--- src/hw/rtl/pbrle_pkg.sv ---
`timescale 1ns / 1ps
// ---------------------------------------------------------------------------
// pbrle_pkg: shared definitions for the run-length compressor
// Default limits and the beat request/response structs between the
// byte sequencer and the output packer.
// ---------------------------------------------------------------------------
package pbrle_pkg;

	localparam int MAX_RUN_DEF     = 127;
	localparam int MAX_LITERAL_DEF = 127;

	localparam int WORD_BYTES = 8;
	localparam int CNT_W      = 4;
	localparam int TDATA_W    = 72;

	typedef struct packed {
		logic       vld;
		logic [7:0] data;
		logic       fin;
		logic       eos;
	} byte_req_t;

	typedef struct packed {
		logic byte_take;
		logic end_take;
	} byte_rsp_t;

endpackage

--- src/hw/rtl/pbrle_ram.sv ---
`timescale 1ns / 1ps
// ---------------------------------------------------------------------------
// pbrle_ram: generic single-clock RAM
// One write port and one read port, read data registered.
// ---------------------------------------------------------------------------
module pbrle_ram #(
	parameter int WIDTH = 8,
	parameter int DEPTH = 127,
	localparam int AW = $clog2(DEPTH)
) (
	input  logic             clk,
	input  logic             we,
	input  logic [AW-1:0]    waddr,
	input  logic [WIDTH-1:0] wdata,
	input  logic [AW-1:0]    raddr,
	output logic [WIDTH-1:0] rdata
);

	logic [WIDTH-1:0] mem_q [DEPTH];

	always_ff @(posedge clk) begin
		if (we) begin
			mem_q[waddr] <= wdata;
		end
		rdata <= mem_q[raddr];
	end

endmodule

--- src/hw/rtl/pbrle_packer.sv ---
`timescale 1ns / 1ps
// ---------------------------------------------------------------------------
// pbrle_packer: code byte packer and output register
// Gathers code bytes into eight-byte words, low byte first, and holds
// one finished word on the master side.
// ---------------------------------------------------------------------------
module pbrle_packer
	import pbrle_pkg::*;
(
	input  logic                 clk,
	input  logic                 arst_n,
	input  byte_req_t            req,
	output byte_rsp_t            rsp,
	output logic                 m_axis_tvalid,
	input  logic                 m_axis_tready,
	// Fields from bit 0: out_bytes (64), byte_count (4), zero fill (4).
	output logic [TDATA_W-1:0]   m_axis_tdata,
	output logic                 m_axis_tlast,
	// Fields from bit 0: stream_done (1).
	output logic                 m_axis_tuser
);

	localparam logic [CNT_W-1:0] FULL = CNT_W'(WORD_BYTES);

	logic [8*WORD_BYTES-1:0] acc_q;
	logic [CNT_W-1:0]        cnt_q;
	logic                    out_valid_q;
	logic [8*WORD_BYTES-1:0] out_word_q;
	logic [CNT_W-1:0]        out_cnt_q;
	logic                    out_last_q;
	logic                    out_done_q;
	logic                    slot_free;
	logic                    push;

	always_comb begin
		slot_free     = !out_valid_q || m_axis_tready;
		rsp.byte_take = req.vld && ((cnt_q != FULL) || slot_free);
		rsp.end_take  = req.fin && ((cnt_q == '0) || slot_free);
		push          = slot_free && ((req.vld && (cnt_q == FULL)) ||
		                              (req.fin && (cnt_q != '0)));
	end

	always_ff @(posedge clk or negedge arst_n) begin
		if (!arst_n) begin
			cnt_q       <= '0;
			out_valid_q <= 1'b0;
		end else begin
			if (push) begin
				out_valid_q <= 1'b1;
			end else if (m_axis_tready) begin
				out_valid_q <= 1'b0;
			end
			if (rsp.byte_take) begin
				if ((cnt_q == '0) || (cnt_q == FULL)) begin
					cnt_q <= CNT_W'(1);
				end else begin
					cnt_q <= cnt_q + 1'b1;
				end
			end else if (rsp.end_take) begin
				cnt_q <= '0;
			end
		end
	end

	always_ff @(posedge clk) begin
		if (push) begin
			out_word_q <= acc_q;
			out_cnt_q  <= cnt_q;
			out_last_q <= req.fin;
			out_done_q <= req.fin && req.eos;
		end
		if (rsp.byte_take) begin
			if ((cnt_q == '0) || (cnt_q == FULL)) begin
				acc_q <= {{(8*WORD_BYTES-8){1'b0}}, req.data};
			end else begin
				acc_q[8*cnt_q[2:0] +: 8] <= req.data;
			end
		end
	end

	assign m_axis_tvalid = out_valid_q;
	assign m_axis_tdata  = {{(TDATA_W-8*WORD_BYTES-CNT_W){1'b0}}, out_cnt_q, out_word_q};
	assign m_axis_tlast  = out_last_q;
	assign m_axis_tuser  = out_done_q;

endmodule

--- src/hw/rtl/packbits_style_rle_compressor.sv ---
`timescale 1ns / 1ps
// ---------------------------------------------------------------------------
// packbits_style_rle_compressor: signed-count run-length encoder
// A byte that starts or extends the pending run keeps the sequencer idle,
// unless it ends the stream. Any other byte closes the pending run, and the
// sequencer then issues its code bytes; an output stall holds the sequencer.
// A full code word is registered with the next code byte, the last one when
// the item ends, and is offered in the cycle after.
// Reset clears all control state; the literal RAM is not cleared.
// ---------------------------------------------------------------------------
module packbits_style_rle_compressor
	import pbrle_pkg::*;
#(
	parameter int MAX_RUN     = MAX_RUN_DEF,
	parameter int MAX_LITERAL = MAX_LITERAL_DEF
) (
	input  logic               clk,
	input  logic               arst_n,
	input  logic               s_axis_tvalid,
	output logic               s_axis_tready,
	// Fields from bit 0: in_byte (8).
	input  logic [7:0]         s_axis_tdata,
	input  logic               s_axis_tlast,
	output logic               m_axis_tvalid,
	input  logic               m_axis_tready,
	// Fields from bit 0: out_bytes (64), byte_count (4), zero fill (4).
	output logic [TDATA_W-1:0] m_axis_tdata,
	output logic               m_axis_tlast,
	// Fields from bit 0: stream_done (1).
	output logic               m_axis_tuser
);

	localparam int RW = $clog2(MAX_RUN + 1);
	localparam int LW = $clog2(MAX_LITERAL + 1);
	localparam int AW = $clog2(MAX_LITERAL);

	typedef enum logic [7:0] {
		ST_IDLE      = 8'b0000_0001,
		ST_CLOSE     = 8'b0000_0010,
		ST_AFTER     = 8'b0000_0100,
		ST_RUN_CNT   = 8'b0000_1000,
		ST_RUN_VAL   = 8'b0001_0000,
		ST_FLUSH_HDR = 8'b0010_0000,
		ST_FLUSH_DAT = 8'b0100_0000,
		ST_DONE      = 8'b1000_0000
	} state_t;

	typedef enum logic [1:0] {
		RET_RUN   = 2'd0,
		RET_AFTER = 2'd1,
		RET_DONE  = 2'd2
	} ret_t;

	state_t          state_q;
	ret_t            ret_q;
	logic            phase_q;
	logic [7:0]      b_q;
	logic            eos_q;
	logic            run_active_q;
	logic [7:0]      run_value_q;
	logic [RW-1:0]   run_length_q;
	logic [LW-1:0]   lit_len_q;
	logic [AW-1:0]   idx_q;

	logic            cont;
	logic            last_lit;
	logic            ram_we;
	logic [AW-1:0]   ram_raddr;
	logic [7:0]      ram_rdata;
	byte_req_t       req;
	byte_rsp_t       rsp;

	assign s_axis_tready = (state_q == ST_IDLE);

	always_comb begin
		cont     = run_active_q && (s_axis_tdata == run_value_q) &&
		           (run_length_q < RW'(MAX_RUN));
		last_lit = (idx_q == AW'(lit_len_q - 1'b1));
		ram_we   = (state_q == ST_CLOSE) && (run_length_q == RW'(1));
		if (state_q == ST_FLUSH_DAT) begin
			ram_raddr = (rsp.byte_take && !last_lit) ? AW'(idx_q + 1'b1) : idx_q;
		end else begin
			ram_raddr = '0;
		end
		req.fin = (state_q == ST_DONE);
		req.eos = eos_q;
		unique case (state_q)
			ST_RUN_CNT: begin
				req.vld  = 1'b1;
				req.data = 8'(run_length_q);
			end
			ST_RUN_VAL: begin
				req.vld  = 1'b1;
				req.data = run_value_q;
			end
			ST_FLUSH_HDR: begin
				req.vld  = 1'b1;
				req.data = (lit_len_q == LW'(1)) ? 8'd1 : 8'(9'd256 - 9'(lit_len_q));
			end
			ST_FLUSH_DAT: begin
				req.vld  = 1'b1;
				req.data = ram_rdata;
			end
			default: begin
				req.vld  = 1'b0;
				req.data = 8'd0;
			end
		endcase
	end

	always_ff @(posedge clk or negedge arst_n) begin
		if (!arst_n) begin
			state_q      <= ST_IDLE;
			ret_q        <= RET_DONE;
			phase_q      <= 1'b0;
			b_q          <= 8'd0;
			eos_q        <= 1'b0;
			run_active_q <= 1'b0;
			run_value_q  <= 8'd0;
			run_length_q <= '0;
			lit_len_q    <= '0;
			idx_q        <= '0;
		end else begin
			unique case (state_q)
				ST_IDLE: begin
					if (s_axis_tvalid) begin
						b_q   <= s_axis_tdata;
						eos_q <= s_axis_tlast;
						if (cont) begin
							run_length_q <= run_length_q + 1'b1;
							phase_q      <= 1'b1;
							state_q      <= s_axis_tlast ? ST_CLOSE : ST_IDLE;
						end else if (run_active_q) begin
							phase_q <= 1'b0;
							state_q <= ST_CLOSE;
						end else begin
							run_active_q <= 1'b1;
							run_value_q  <= s_axis_tdata;
							run_length_q <= RW'(1);
							phase_q      <= 1'b1;
							state_q      <= s_axis_tlast ? ST_CLOSE : ST_IDLE;
						end
					end
				end
				ST_CLOSE: begin
					if (run_length_q == RW'(1)) begin
						lit_len_q <= lit_len_q + 1'b1;
						if (lit_len_q == LW'(MAX_LITERAL - 1)) begin
							ret_q   <= RET_AFTER;
							state_q <= ST_FLUSH_HDR;
						end else begin
							state_q <= ST_AFTER;
						end
					end else if (lit_len_q != '0) begin
						ret_q   <= RET_RUN;
						state_q <= ST_FLUSH_HDR;
					end else begin
						state_q <= ST_RUN_CNT;
					end
				end
				ST_RUN_CNT: begin
					if (rsp.byte_take) begin
						state_q <= ST_RUN_VAL;
					end
				end
				ST_RUN_VAL: begin
					if (rsp.byte_take) begin
						state_q <= ST_AFTER;
					end
				end
				ST_AFTER: begin
					if (!phase_q) begin
						run_active_q <= 1'b1;
						run_value_q  <= b_q;
						run_length_q <= RW'(1);
						if (eos_q) begin
							phase_q <= 1'b1;
							state_q <= ST_CLOSE;
						end else begin
							state_q <= ST_DONE;
						end
					end else begin
						run_active_q <= 1'b0;
						run_value_q  <= 8'd0;
						run_length_q <= '0;
						if (lit_len_q != '0) begin
							ret_q   <= RET_DONE;
							state_q <= ST_FLUSH_HDR;
						end else begin
							state_q <= ST_DONE;
						end
					end
				end
				ST_FLUSH_HDR: begin
					if (rsp.byte_take) begin
						idx_q   <= '0;
						state_q <= ST_FLUSH_DAT;
					end
				end
				ST_FLUSH_DAT: begin
					if (rsp.byte_take) begin
						if (last_lit) begin
							lit_len_q <= '0;
							unique case (ret_q)
								RET_RUN:   state_q <= ST_RUN_CNT;
								RET_AFTER: state_q <= ST_AFTER;
								default:   state_q <= ST_DONE;
							endcase
						end else begin
							idx_q <= AW'(idx_q + 1'b1);
						end
					end
				end
				ST_DONE: begin
					if (rsp.end_take) begin
						state_q <= ST_IDLE;
					end
				end
				default: begin
					state_q <= ST_IDLE;
				end
			endcase
		end
	end

	pbrle_ram #(
		.WIDTH(8),
		.DEPTH(MAX_LITERAL)
	) u_lit_ram (
		.clk  (clk),
		.we   (ram_we),
		.waddr(AW'(lit_len_q)),
		.wdata(run_value_q),
		.raddr(ram_raddr),
		.rdata(ram_rdata)
	);

	pbrle_packer u_packer (
		.clk          (clk),
		.arst_n       (arst_n),
		.req          (req),
		.rsp          (rsp),
		.m_axis_tvalid(m_axis_tvalid),
		.m_axis_tready(m_axis_tready),
		.m_axis_tdata (m_axis_tdata),
		.m_axis_tlast (m_axis_tlast),
		.m_axis_tuser (m_axis_tuser)
	);

endmodule

--- config.mk ---
export PLATFORM = sky130hd
export DESIGN_NAME = packbits_style_rle_compressor
export DESIGN_NICKNAME = d
export VERILOG_FILES = /design/src/hw/rtl/pbrle_pkg.sv /design/src/hw/rtl/pbrle_ram.sv /design/src/hw/rtl/pbrle_packer.sv /design/src/hw/rtl/packbits_style_rle_compressor.sv
export SDC_FILE = /design/constraint.sdc
export NUM_CORES = 2
export LEC_CHECK = 0
export BUFFER_PORTS_ARGS = -buffer_cell sky130_fd_sc_hd__buf_2
export CELL_PAD_IN_SITES_DETAIL_PLACEMENT = 0
export CELL_PAD_IN_SITES_GLOBAL_PLACEMENT = 2
export CORE_MARGIN = 2
export CORE_UTILIZATION = 35
export DETAILED_ROUTE_END_ITERATION = 12
export PLACE_DENSITY = 0.72
export SKIP_LAST_GASP = 1
export SLEW_MARGIN = 5
export SYNTH_ARGS = -nofsm -noshare
export SYNTH_HDL_FRONTEND = slang
export SYNTH_SLANG_ARGS = --single-unit
--- constraint.sdc ---
create_clock -name clk -period 5.7 [get_ports clk]
set_input_delay 0.855 -clock clk [delete_from_list [all_inputs] [get_ports clk]]
set_output_delay 0.855 -clock clk [all_outputs]
set_load 0.02 [all_outputs]
# After elaboration in Yosys (flattened, before gate mapping)
# Memories as Yosys holds them, arrays and structs flattened. A register that Yosys moved wholly into a read port is not among the register bits.
# Cells that the tools add are included.
# word_totals
latch_bits	0
mem_count	1
mem_bits_ro	0
reg_bits	189
out_inout_bits	76
input_bits	13
ramBits	1016
# mem_list
name	words	width	read_ports	rd_clocked_by_memory_dff	write_ports	line_no	source
u_lit_ram.mem_q	127	8	1	1	1	pbrle_ram.sv:19	logic [WIDTH-1:0] mem_q [DEPTH];
# op_classes
n_eq_ne	32
bitwise	0
n_mul	0
n_div	0
shift	2
addsub	7
n_lt_le_gt_ge	1
muxes	65
n_reduce_logical	36
# ops
operator	n
$mux W8	17
$mux W7	11
$bwmux W64	1
$pmux W8 S8	1
$shift A8 B34 Y64 const A	1
$shiftx A8 B34 Y64	1
$pmux W7 S2	3
$pmux W9 S4	1
$neg A6 Y34	1
$pmux W8 S2	2
$ne A2 B2 Y1 const B	12
$add A7 B1 Y7 const B	3
$mux W2	8
$eq A7 B1 Y1 const B	2
$mux W1	13
$mux W4	3
$mux W6	2
$reduce_and A4 Y1	3
$reduce_bool A2 Y1	6
$logic_and A1 B1 Y1	10
$eq A8 B1 Y1 const B	1
$eq A8 B2 Y1 const B	1
$eq A8 B3 Y1 const B	1
$eq A8 B4 Y1 const B	1
other kinds (29)	38

# Depth between registers and ports, before layout
# depth
word_depth	7
mapped_depth	19
depth_no_buf	14

# Modules after synthesis
# Synthesis repeated with hierarchy kept, for this count alone.
# hier_totals
hier_cells	2687
area_unflattened_um2	49139.6
# by_module_without_submodules
module	cells_each	area_each_um2	instances
pbrle_ram	1882	39800.7	1
pbrle_packer	411	5796.8	1
packbits_style_rle_compressor	394	3542.1	1

# Worst setup path after synthesis
# No wires, ideal clock.
# synth_path
kind	register -> register
from	register state_q[4]
to	register u_packer.out_last_q, in the netlist u_packer.m_axis_tlast (enable)
path_slack_ps	760
required_ps	5201
arrival_ps	4442
setup_time_ps	499
period_less_slack_ps	4940
stages_incl_launch_ff	8
path_cell_list	dfrtp_1 -> clkbuf_1 -> nor4b_1 -> a221o_1 -> nand2_1 -> o21ai_0 -> o21ai_0 -> nor2_1
# synth_via
elab_chain_len	5
word_cells_on_any_way	10
# synth_lines
item	line_no	source
start: declaration	packbits_style_rle_compressor.sv:54	state_t state_q;
start signal: assignment	packbits_style_rle_compressor.sv:132	state_q <= s_axis_tlast ? ST_CLOSE : ST_IDLE;
start signal: assignment	packbits_style_rle_compressor.sv:141	state_q <= s_axis_tlast ? ST_CLOSE : ST_IDLE;
$eq A8 B7 Y1, or another cell as far along	packbits_style_rle_compressor.sv:87	unique case (state_q)
$pmux W9 S4	packbits_style_rle_compressor.sv:87	
$logic_and A1 B1 Y1	pbrle_packer.sv:39	push = slot_free && ((req.vld && (cnt_q == FULL)) ||
$logic_or A1 B1 Y1 (*)	pbrle_packer.sv:39	
$logic_and A1 B1 Y1 (*)	pbrle_packer.sv:39	
via u_packer.push	pbrle_packer.sv:33	logic push;
end signal: assignment	pbrle_packer.sv:69	out_last_q <= req.fin;
end: declaration	pbrle_packer.sv:30	logic out_last_q;
# Mark *: on every way through the listed nets, which the timed path passes. The rest lies on a longest branch.
# A chain may end at the register's enable or synchronous reset.

# Final worst setup path
# layout_path
from	register lit_len_q[1]
to	register u_lit_ram.rdata[5] (read register of u_lit_ram.mem_q)
# layout_via
elab_chain_len	6
# layout_lines
item	line_no	source
start: declaration	packbits_style_rle_compressor.sv:62	logic [LW-1:0] lit_len_q;
start signal: assignment	packbits_style_rle_compressor.sv:147	lit_len_q <= lit_len_q + 1'b1;
$sub A7 B1 Y7	packbits_style_rle_compressor.sv:78	last_lit = (idx_q == AW'(lit_len_q - 1'b1));
$eq A7 B7 Y1	packbits_style_rle_compressor.sv:78	
$logic_not A1 Y1	packbits_style_rle_compressor.sv:81	ram_raddr = (rsp.byte_take && !last_lit) ? AW'(idx_q + 1'b1) : idx_q;
$logic_and A1 B1 Y1	packbits_style_rle_compressor.sv:81	
$mux W7	packbits_style_rle_compressor.sv:81	
$mux W7	packbits_style_rle_compressor.sv:80	if (state_q == ST_FLUSH_DAT) begin
end: declaration	pbrle_ram.sv:16	output logic [WIDTH-1:0] rdata
# Every way passes these cells.

==> flow_metrics.tcl <==
set metrics [dict create \
    status "finished, final reports clean" \
    ys_types 102 \
    path_clk_slew_ns 0.06 \
    instances_no_fill 5655 \
    crit_start "lit_len_q[1]" \
    cellPowerDensity_mw_per_mm2 422 \
    clk_path_buf_depth 3 \
    hold_viol_final 0 \
    wirelength_mm 166 \
    die_area_sq_mm 0.146 \
    pwr-share-seq 0.501 \
    power.leakage_uw 0.0194 \
    worstSetupStartpointType "flip-flop" \
    timing_max_transition_violations_final 0 \
    vias 32020 \
    gr-total-overflow 0 \
    cp.required_ns 6.36 \
    rsz0062_at_grt "false" \
    ios 89 \
    r2r_start "lit_len_q[1]" \
    max-cap-violations 0 \
    grt_usage 0.224 \
    power_switching_uw 7280 \
    vias_per_cell 5.66 \
    critPathMaxFanout 13 \
    place_congestion 0.901 \
    cts.sinks 1213 \
    max_slew_margin 0.150 \
    initial_core_util 0.353 \
    synth_sequential_area_ratio 0.723 \
    crit_path_end_kind "flip-flop" \
    fmax_mhz 180 \
    fin_nets 3686 \
    cts-htree-levels 4 \
    hold_path.class "in -> async" \
    root_buffer "clkbuf_16" \
    io_buffers 84 \
    period_needed_ns 5.56 \
    synth_flop_cell "edfxtp_1" \
    cts_tree "done" \
    ys_ff_latch 1213 \
    postCtsSetupRepairBufs 0 \
    worstPathArrival_ns 6.22 \
    syn_inst 3457 \
    worst_pin_slew_ns 1.27 \
    grt_pass1_wl_mm 234 \
    dr.pass1.iters 6 \
    rows 138 \
    pwr-share-clk 0.345 \
    cts-resized-gates 1 \
    finalClockSkew_ns 0.0281 \
    critPathKind "reg -> reg" \
    die_y_microns 382 \
    avgSynthCellArea_sq_um 14.4 \
    r2r_cells 13 \
    wire_per_inst_microns 29.3 \
    p_int_uw 17100 \
    layout_commonest_cell "edfxtp_1" \
    antenna_found_initial 3 \
    remaining_drc_errors 0 \
    antenna_left 0 \
    async_flop_share 0.0453 \
    drt_iter0_drc 3837 \
    die_w_microns 382 \
    setup_viol 0 \
    drive_above_1_share 0.154 \
    final_cell_mix "1150 x edfxtp_1, 454 x nand2_1, 305 x nor2_1" \
    p_sw_frac 0.299 \
    dp.cells 5421 \
    coreArea_sq_mm 0.142 \
    ir_drop_mv 0.298 \
    dp.final_hpwl_mm 108 \
    area_delta_synth_final_pct 15.5 \
    cts-buffers-inserted 130 \
    grt_max_degree 86 \
    grt_pass1_vias 30608 \
    synth_area_sq_mm 0.0499 \
    post-route-period-util 0.975 \
    tns_ns 0 \
    r2r_setup_slack_ns 0.14 \
    clock_latency_ns 0.78 \
    r2r_end "u_lit_ram.rdata[5]" \
    cts_hold_buf 0 \
    p_comb_frac 0.154 \
    synth_edf_count 1150 \
    yosysWarnings 0 \
]
cell type report:
cell class / count / area [sq um]
repair buffers: 278 / 2050
clock inverters: 71 / 689
multi-input cells: 2021 / 12900
fillers: 13068 / 83900
diodes: 1 / 2.50
inverters: 19 / 71.3
well taps: 1890 / 2360
clock buffers: 162 / 3480
flip-flops and latches: 1213 / 36100
registers in the layout (all words and copies together), names as in the netlist, 8 cells and up:
name                 count
u_lit_ram.rdata          8
state_q                  8
u_packer.out_word_q     64
run_value_q              8
b_q                      8
u_packer.acc_q          64
u_lit_ram.mem_q       1016
metal layers:
metal	share of wire	global-route usage
met1	0.42	0.309
met2	0.45	0.343
met3	0.086	0.0493
met4	0.040	0.0918
met5	0.000048	0
critical path, stage by stage, from the launching register on:
cell and delay [ns]:
dfrtp_1 0.48, inv_1 0.19, ha_1 0.26, nor3b_2 0.37
xnor3_1 0.36, and3_1 0.35, a211oi_1 0.66, mux2_2 0.68
nand2_1 0.41, a2111oi_0 1.06, buf_4 0.27, or3_1 0.10
o21ai_0 0.07, and4_1 0.20
cell families after synthesis:
| logic type | count (synthesis) | share of synthesized area |
|---|---|---|
| other | 1 | 0.0000751 |
| adder cells (fa/ha/maj) | 10 | 0.00251 |
| multiplexers | 277 | 0.0671 |
| AO/OA/AOI/OAI | 621 | 0.0849 |
| flip-flops | 1213 | 0.723 |
| AND/OR/NAND/NOR | 1083 | 0.0954 |
| XOR/XNOR | 26 | 0.00566 |
| buffers and inverters | 226 | 0.0218 |
stage by stage:
step / instance area, sq um / util / worst slack [ns] / hold WS, ns / total power, uW
6_report: 57700 / 0.407 / 0.142 / 0.262 / 24300
4_1_cts: 57600 / 0.407 / 0.124 / 0.239 / 24400
5_1_grt: 57700 / 0.407 / 0.0555 / 0.317 / 25100
3_3_place_gp: 53500 / 0.378 / 0.0656 / 0.405 / 16000
3_5_place_dp: 53500 / 0.378 / -0.0853 / 0.405 / 16100
2_1_floorplan: 49900 / - / 0.760 / 0.400 / 14000
cell usage after synthesis, drive strengths merged (11+ instances only):
cell / count / share of area
edfxtp: 1150 / 0.69
nand2: 458 / 0.035
nor2: 314 / 0.024
mux2i: 212 / 0.043
a21oi: 183 / 0.019
buf: 127 / 0.014
nand3: 113 / 0.011
o21ai: 88 / 0.0091
clkbuf: 80 / 0.0060
dfrtp: 53 / 0.027
nor3: 48 / 0.0050
o22ai: 43 / 0.0054
mux4: 40 / 0.019
a211oi: 38 / 0.0063
a31oi: 37 / 0.0049
o221ai: 29 / 0.0051
nor4: 28 / 0.0036
and3: 25 / 0.0031
mux2: 25 / 0.0056
a2111oi: 22 / 0.0040
inv: 19 / 0.0014
a221oi: 18 / 0.0032
nand4: 17 / 0.0021
a22oi: 16 / 0.0024
xnor2: 16 / 0.0033
a311oi: 15 / 0.0026
or3: 13 / 0.0016
nor2b: 12 / 0.0015
o211ai: 12 / 0.0019
a32oi: 11 / 0.0019
nor3b: 11 / 0.0018
worst max path at each step:
stage,endpoint,slack (ns)
3_3_place_gp,u_lit_ram.rdata[2],0.07
2_1_floorplan,u_packer.m_axis_tlast,0.76
5_1_grt,u_lit_ram.rdata[5],0.06
3_5_place_dp,u_lit_ram.rdata[2],-0.09
6_report,u_lit_ram.rdata[5],0.14
4_1_cts,u_lit_ram.rdata[2],0.12
power by group through the flow:
stage | registers [uW] | logic (uW) | clock network [uW]
after global placement | 12300 | 3670 | 0
final | 12200 | 3760 | 8390
after global routing | 12200 | 3980 | 8860
after CTS | 12200 | 3730 | 8530
after detailed placement | 12400 | 3710 | 0
after floorplan | 12200 | 1800 | 0
Note: power is estimated with default switching activity, not from simulation.
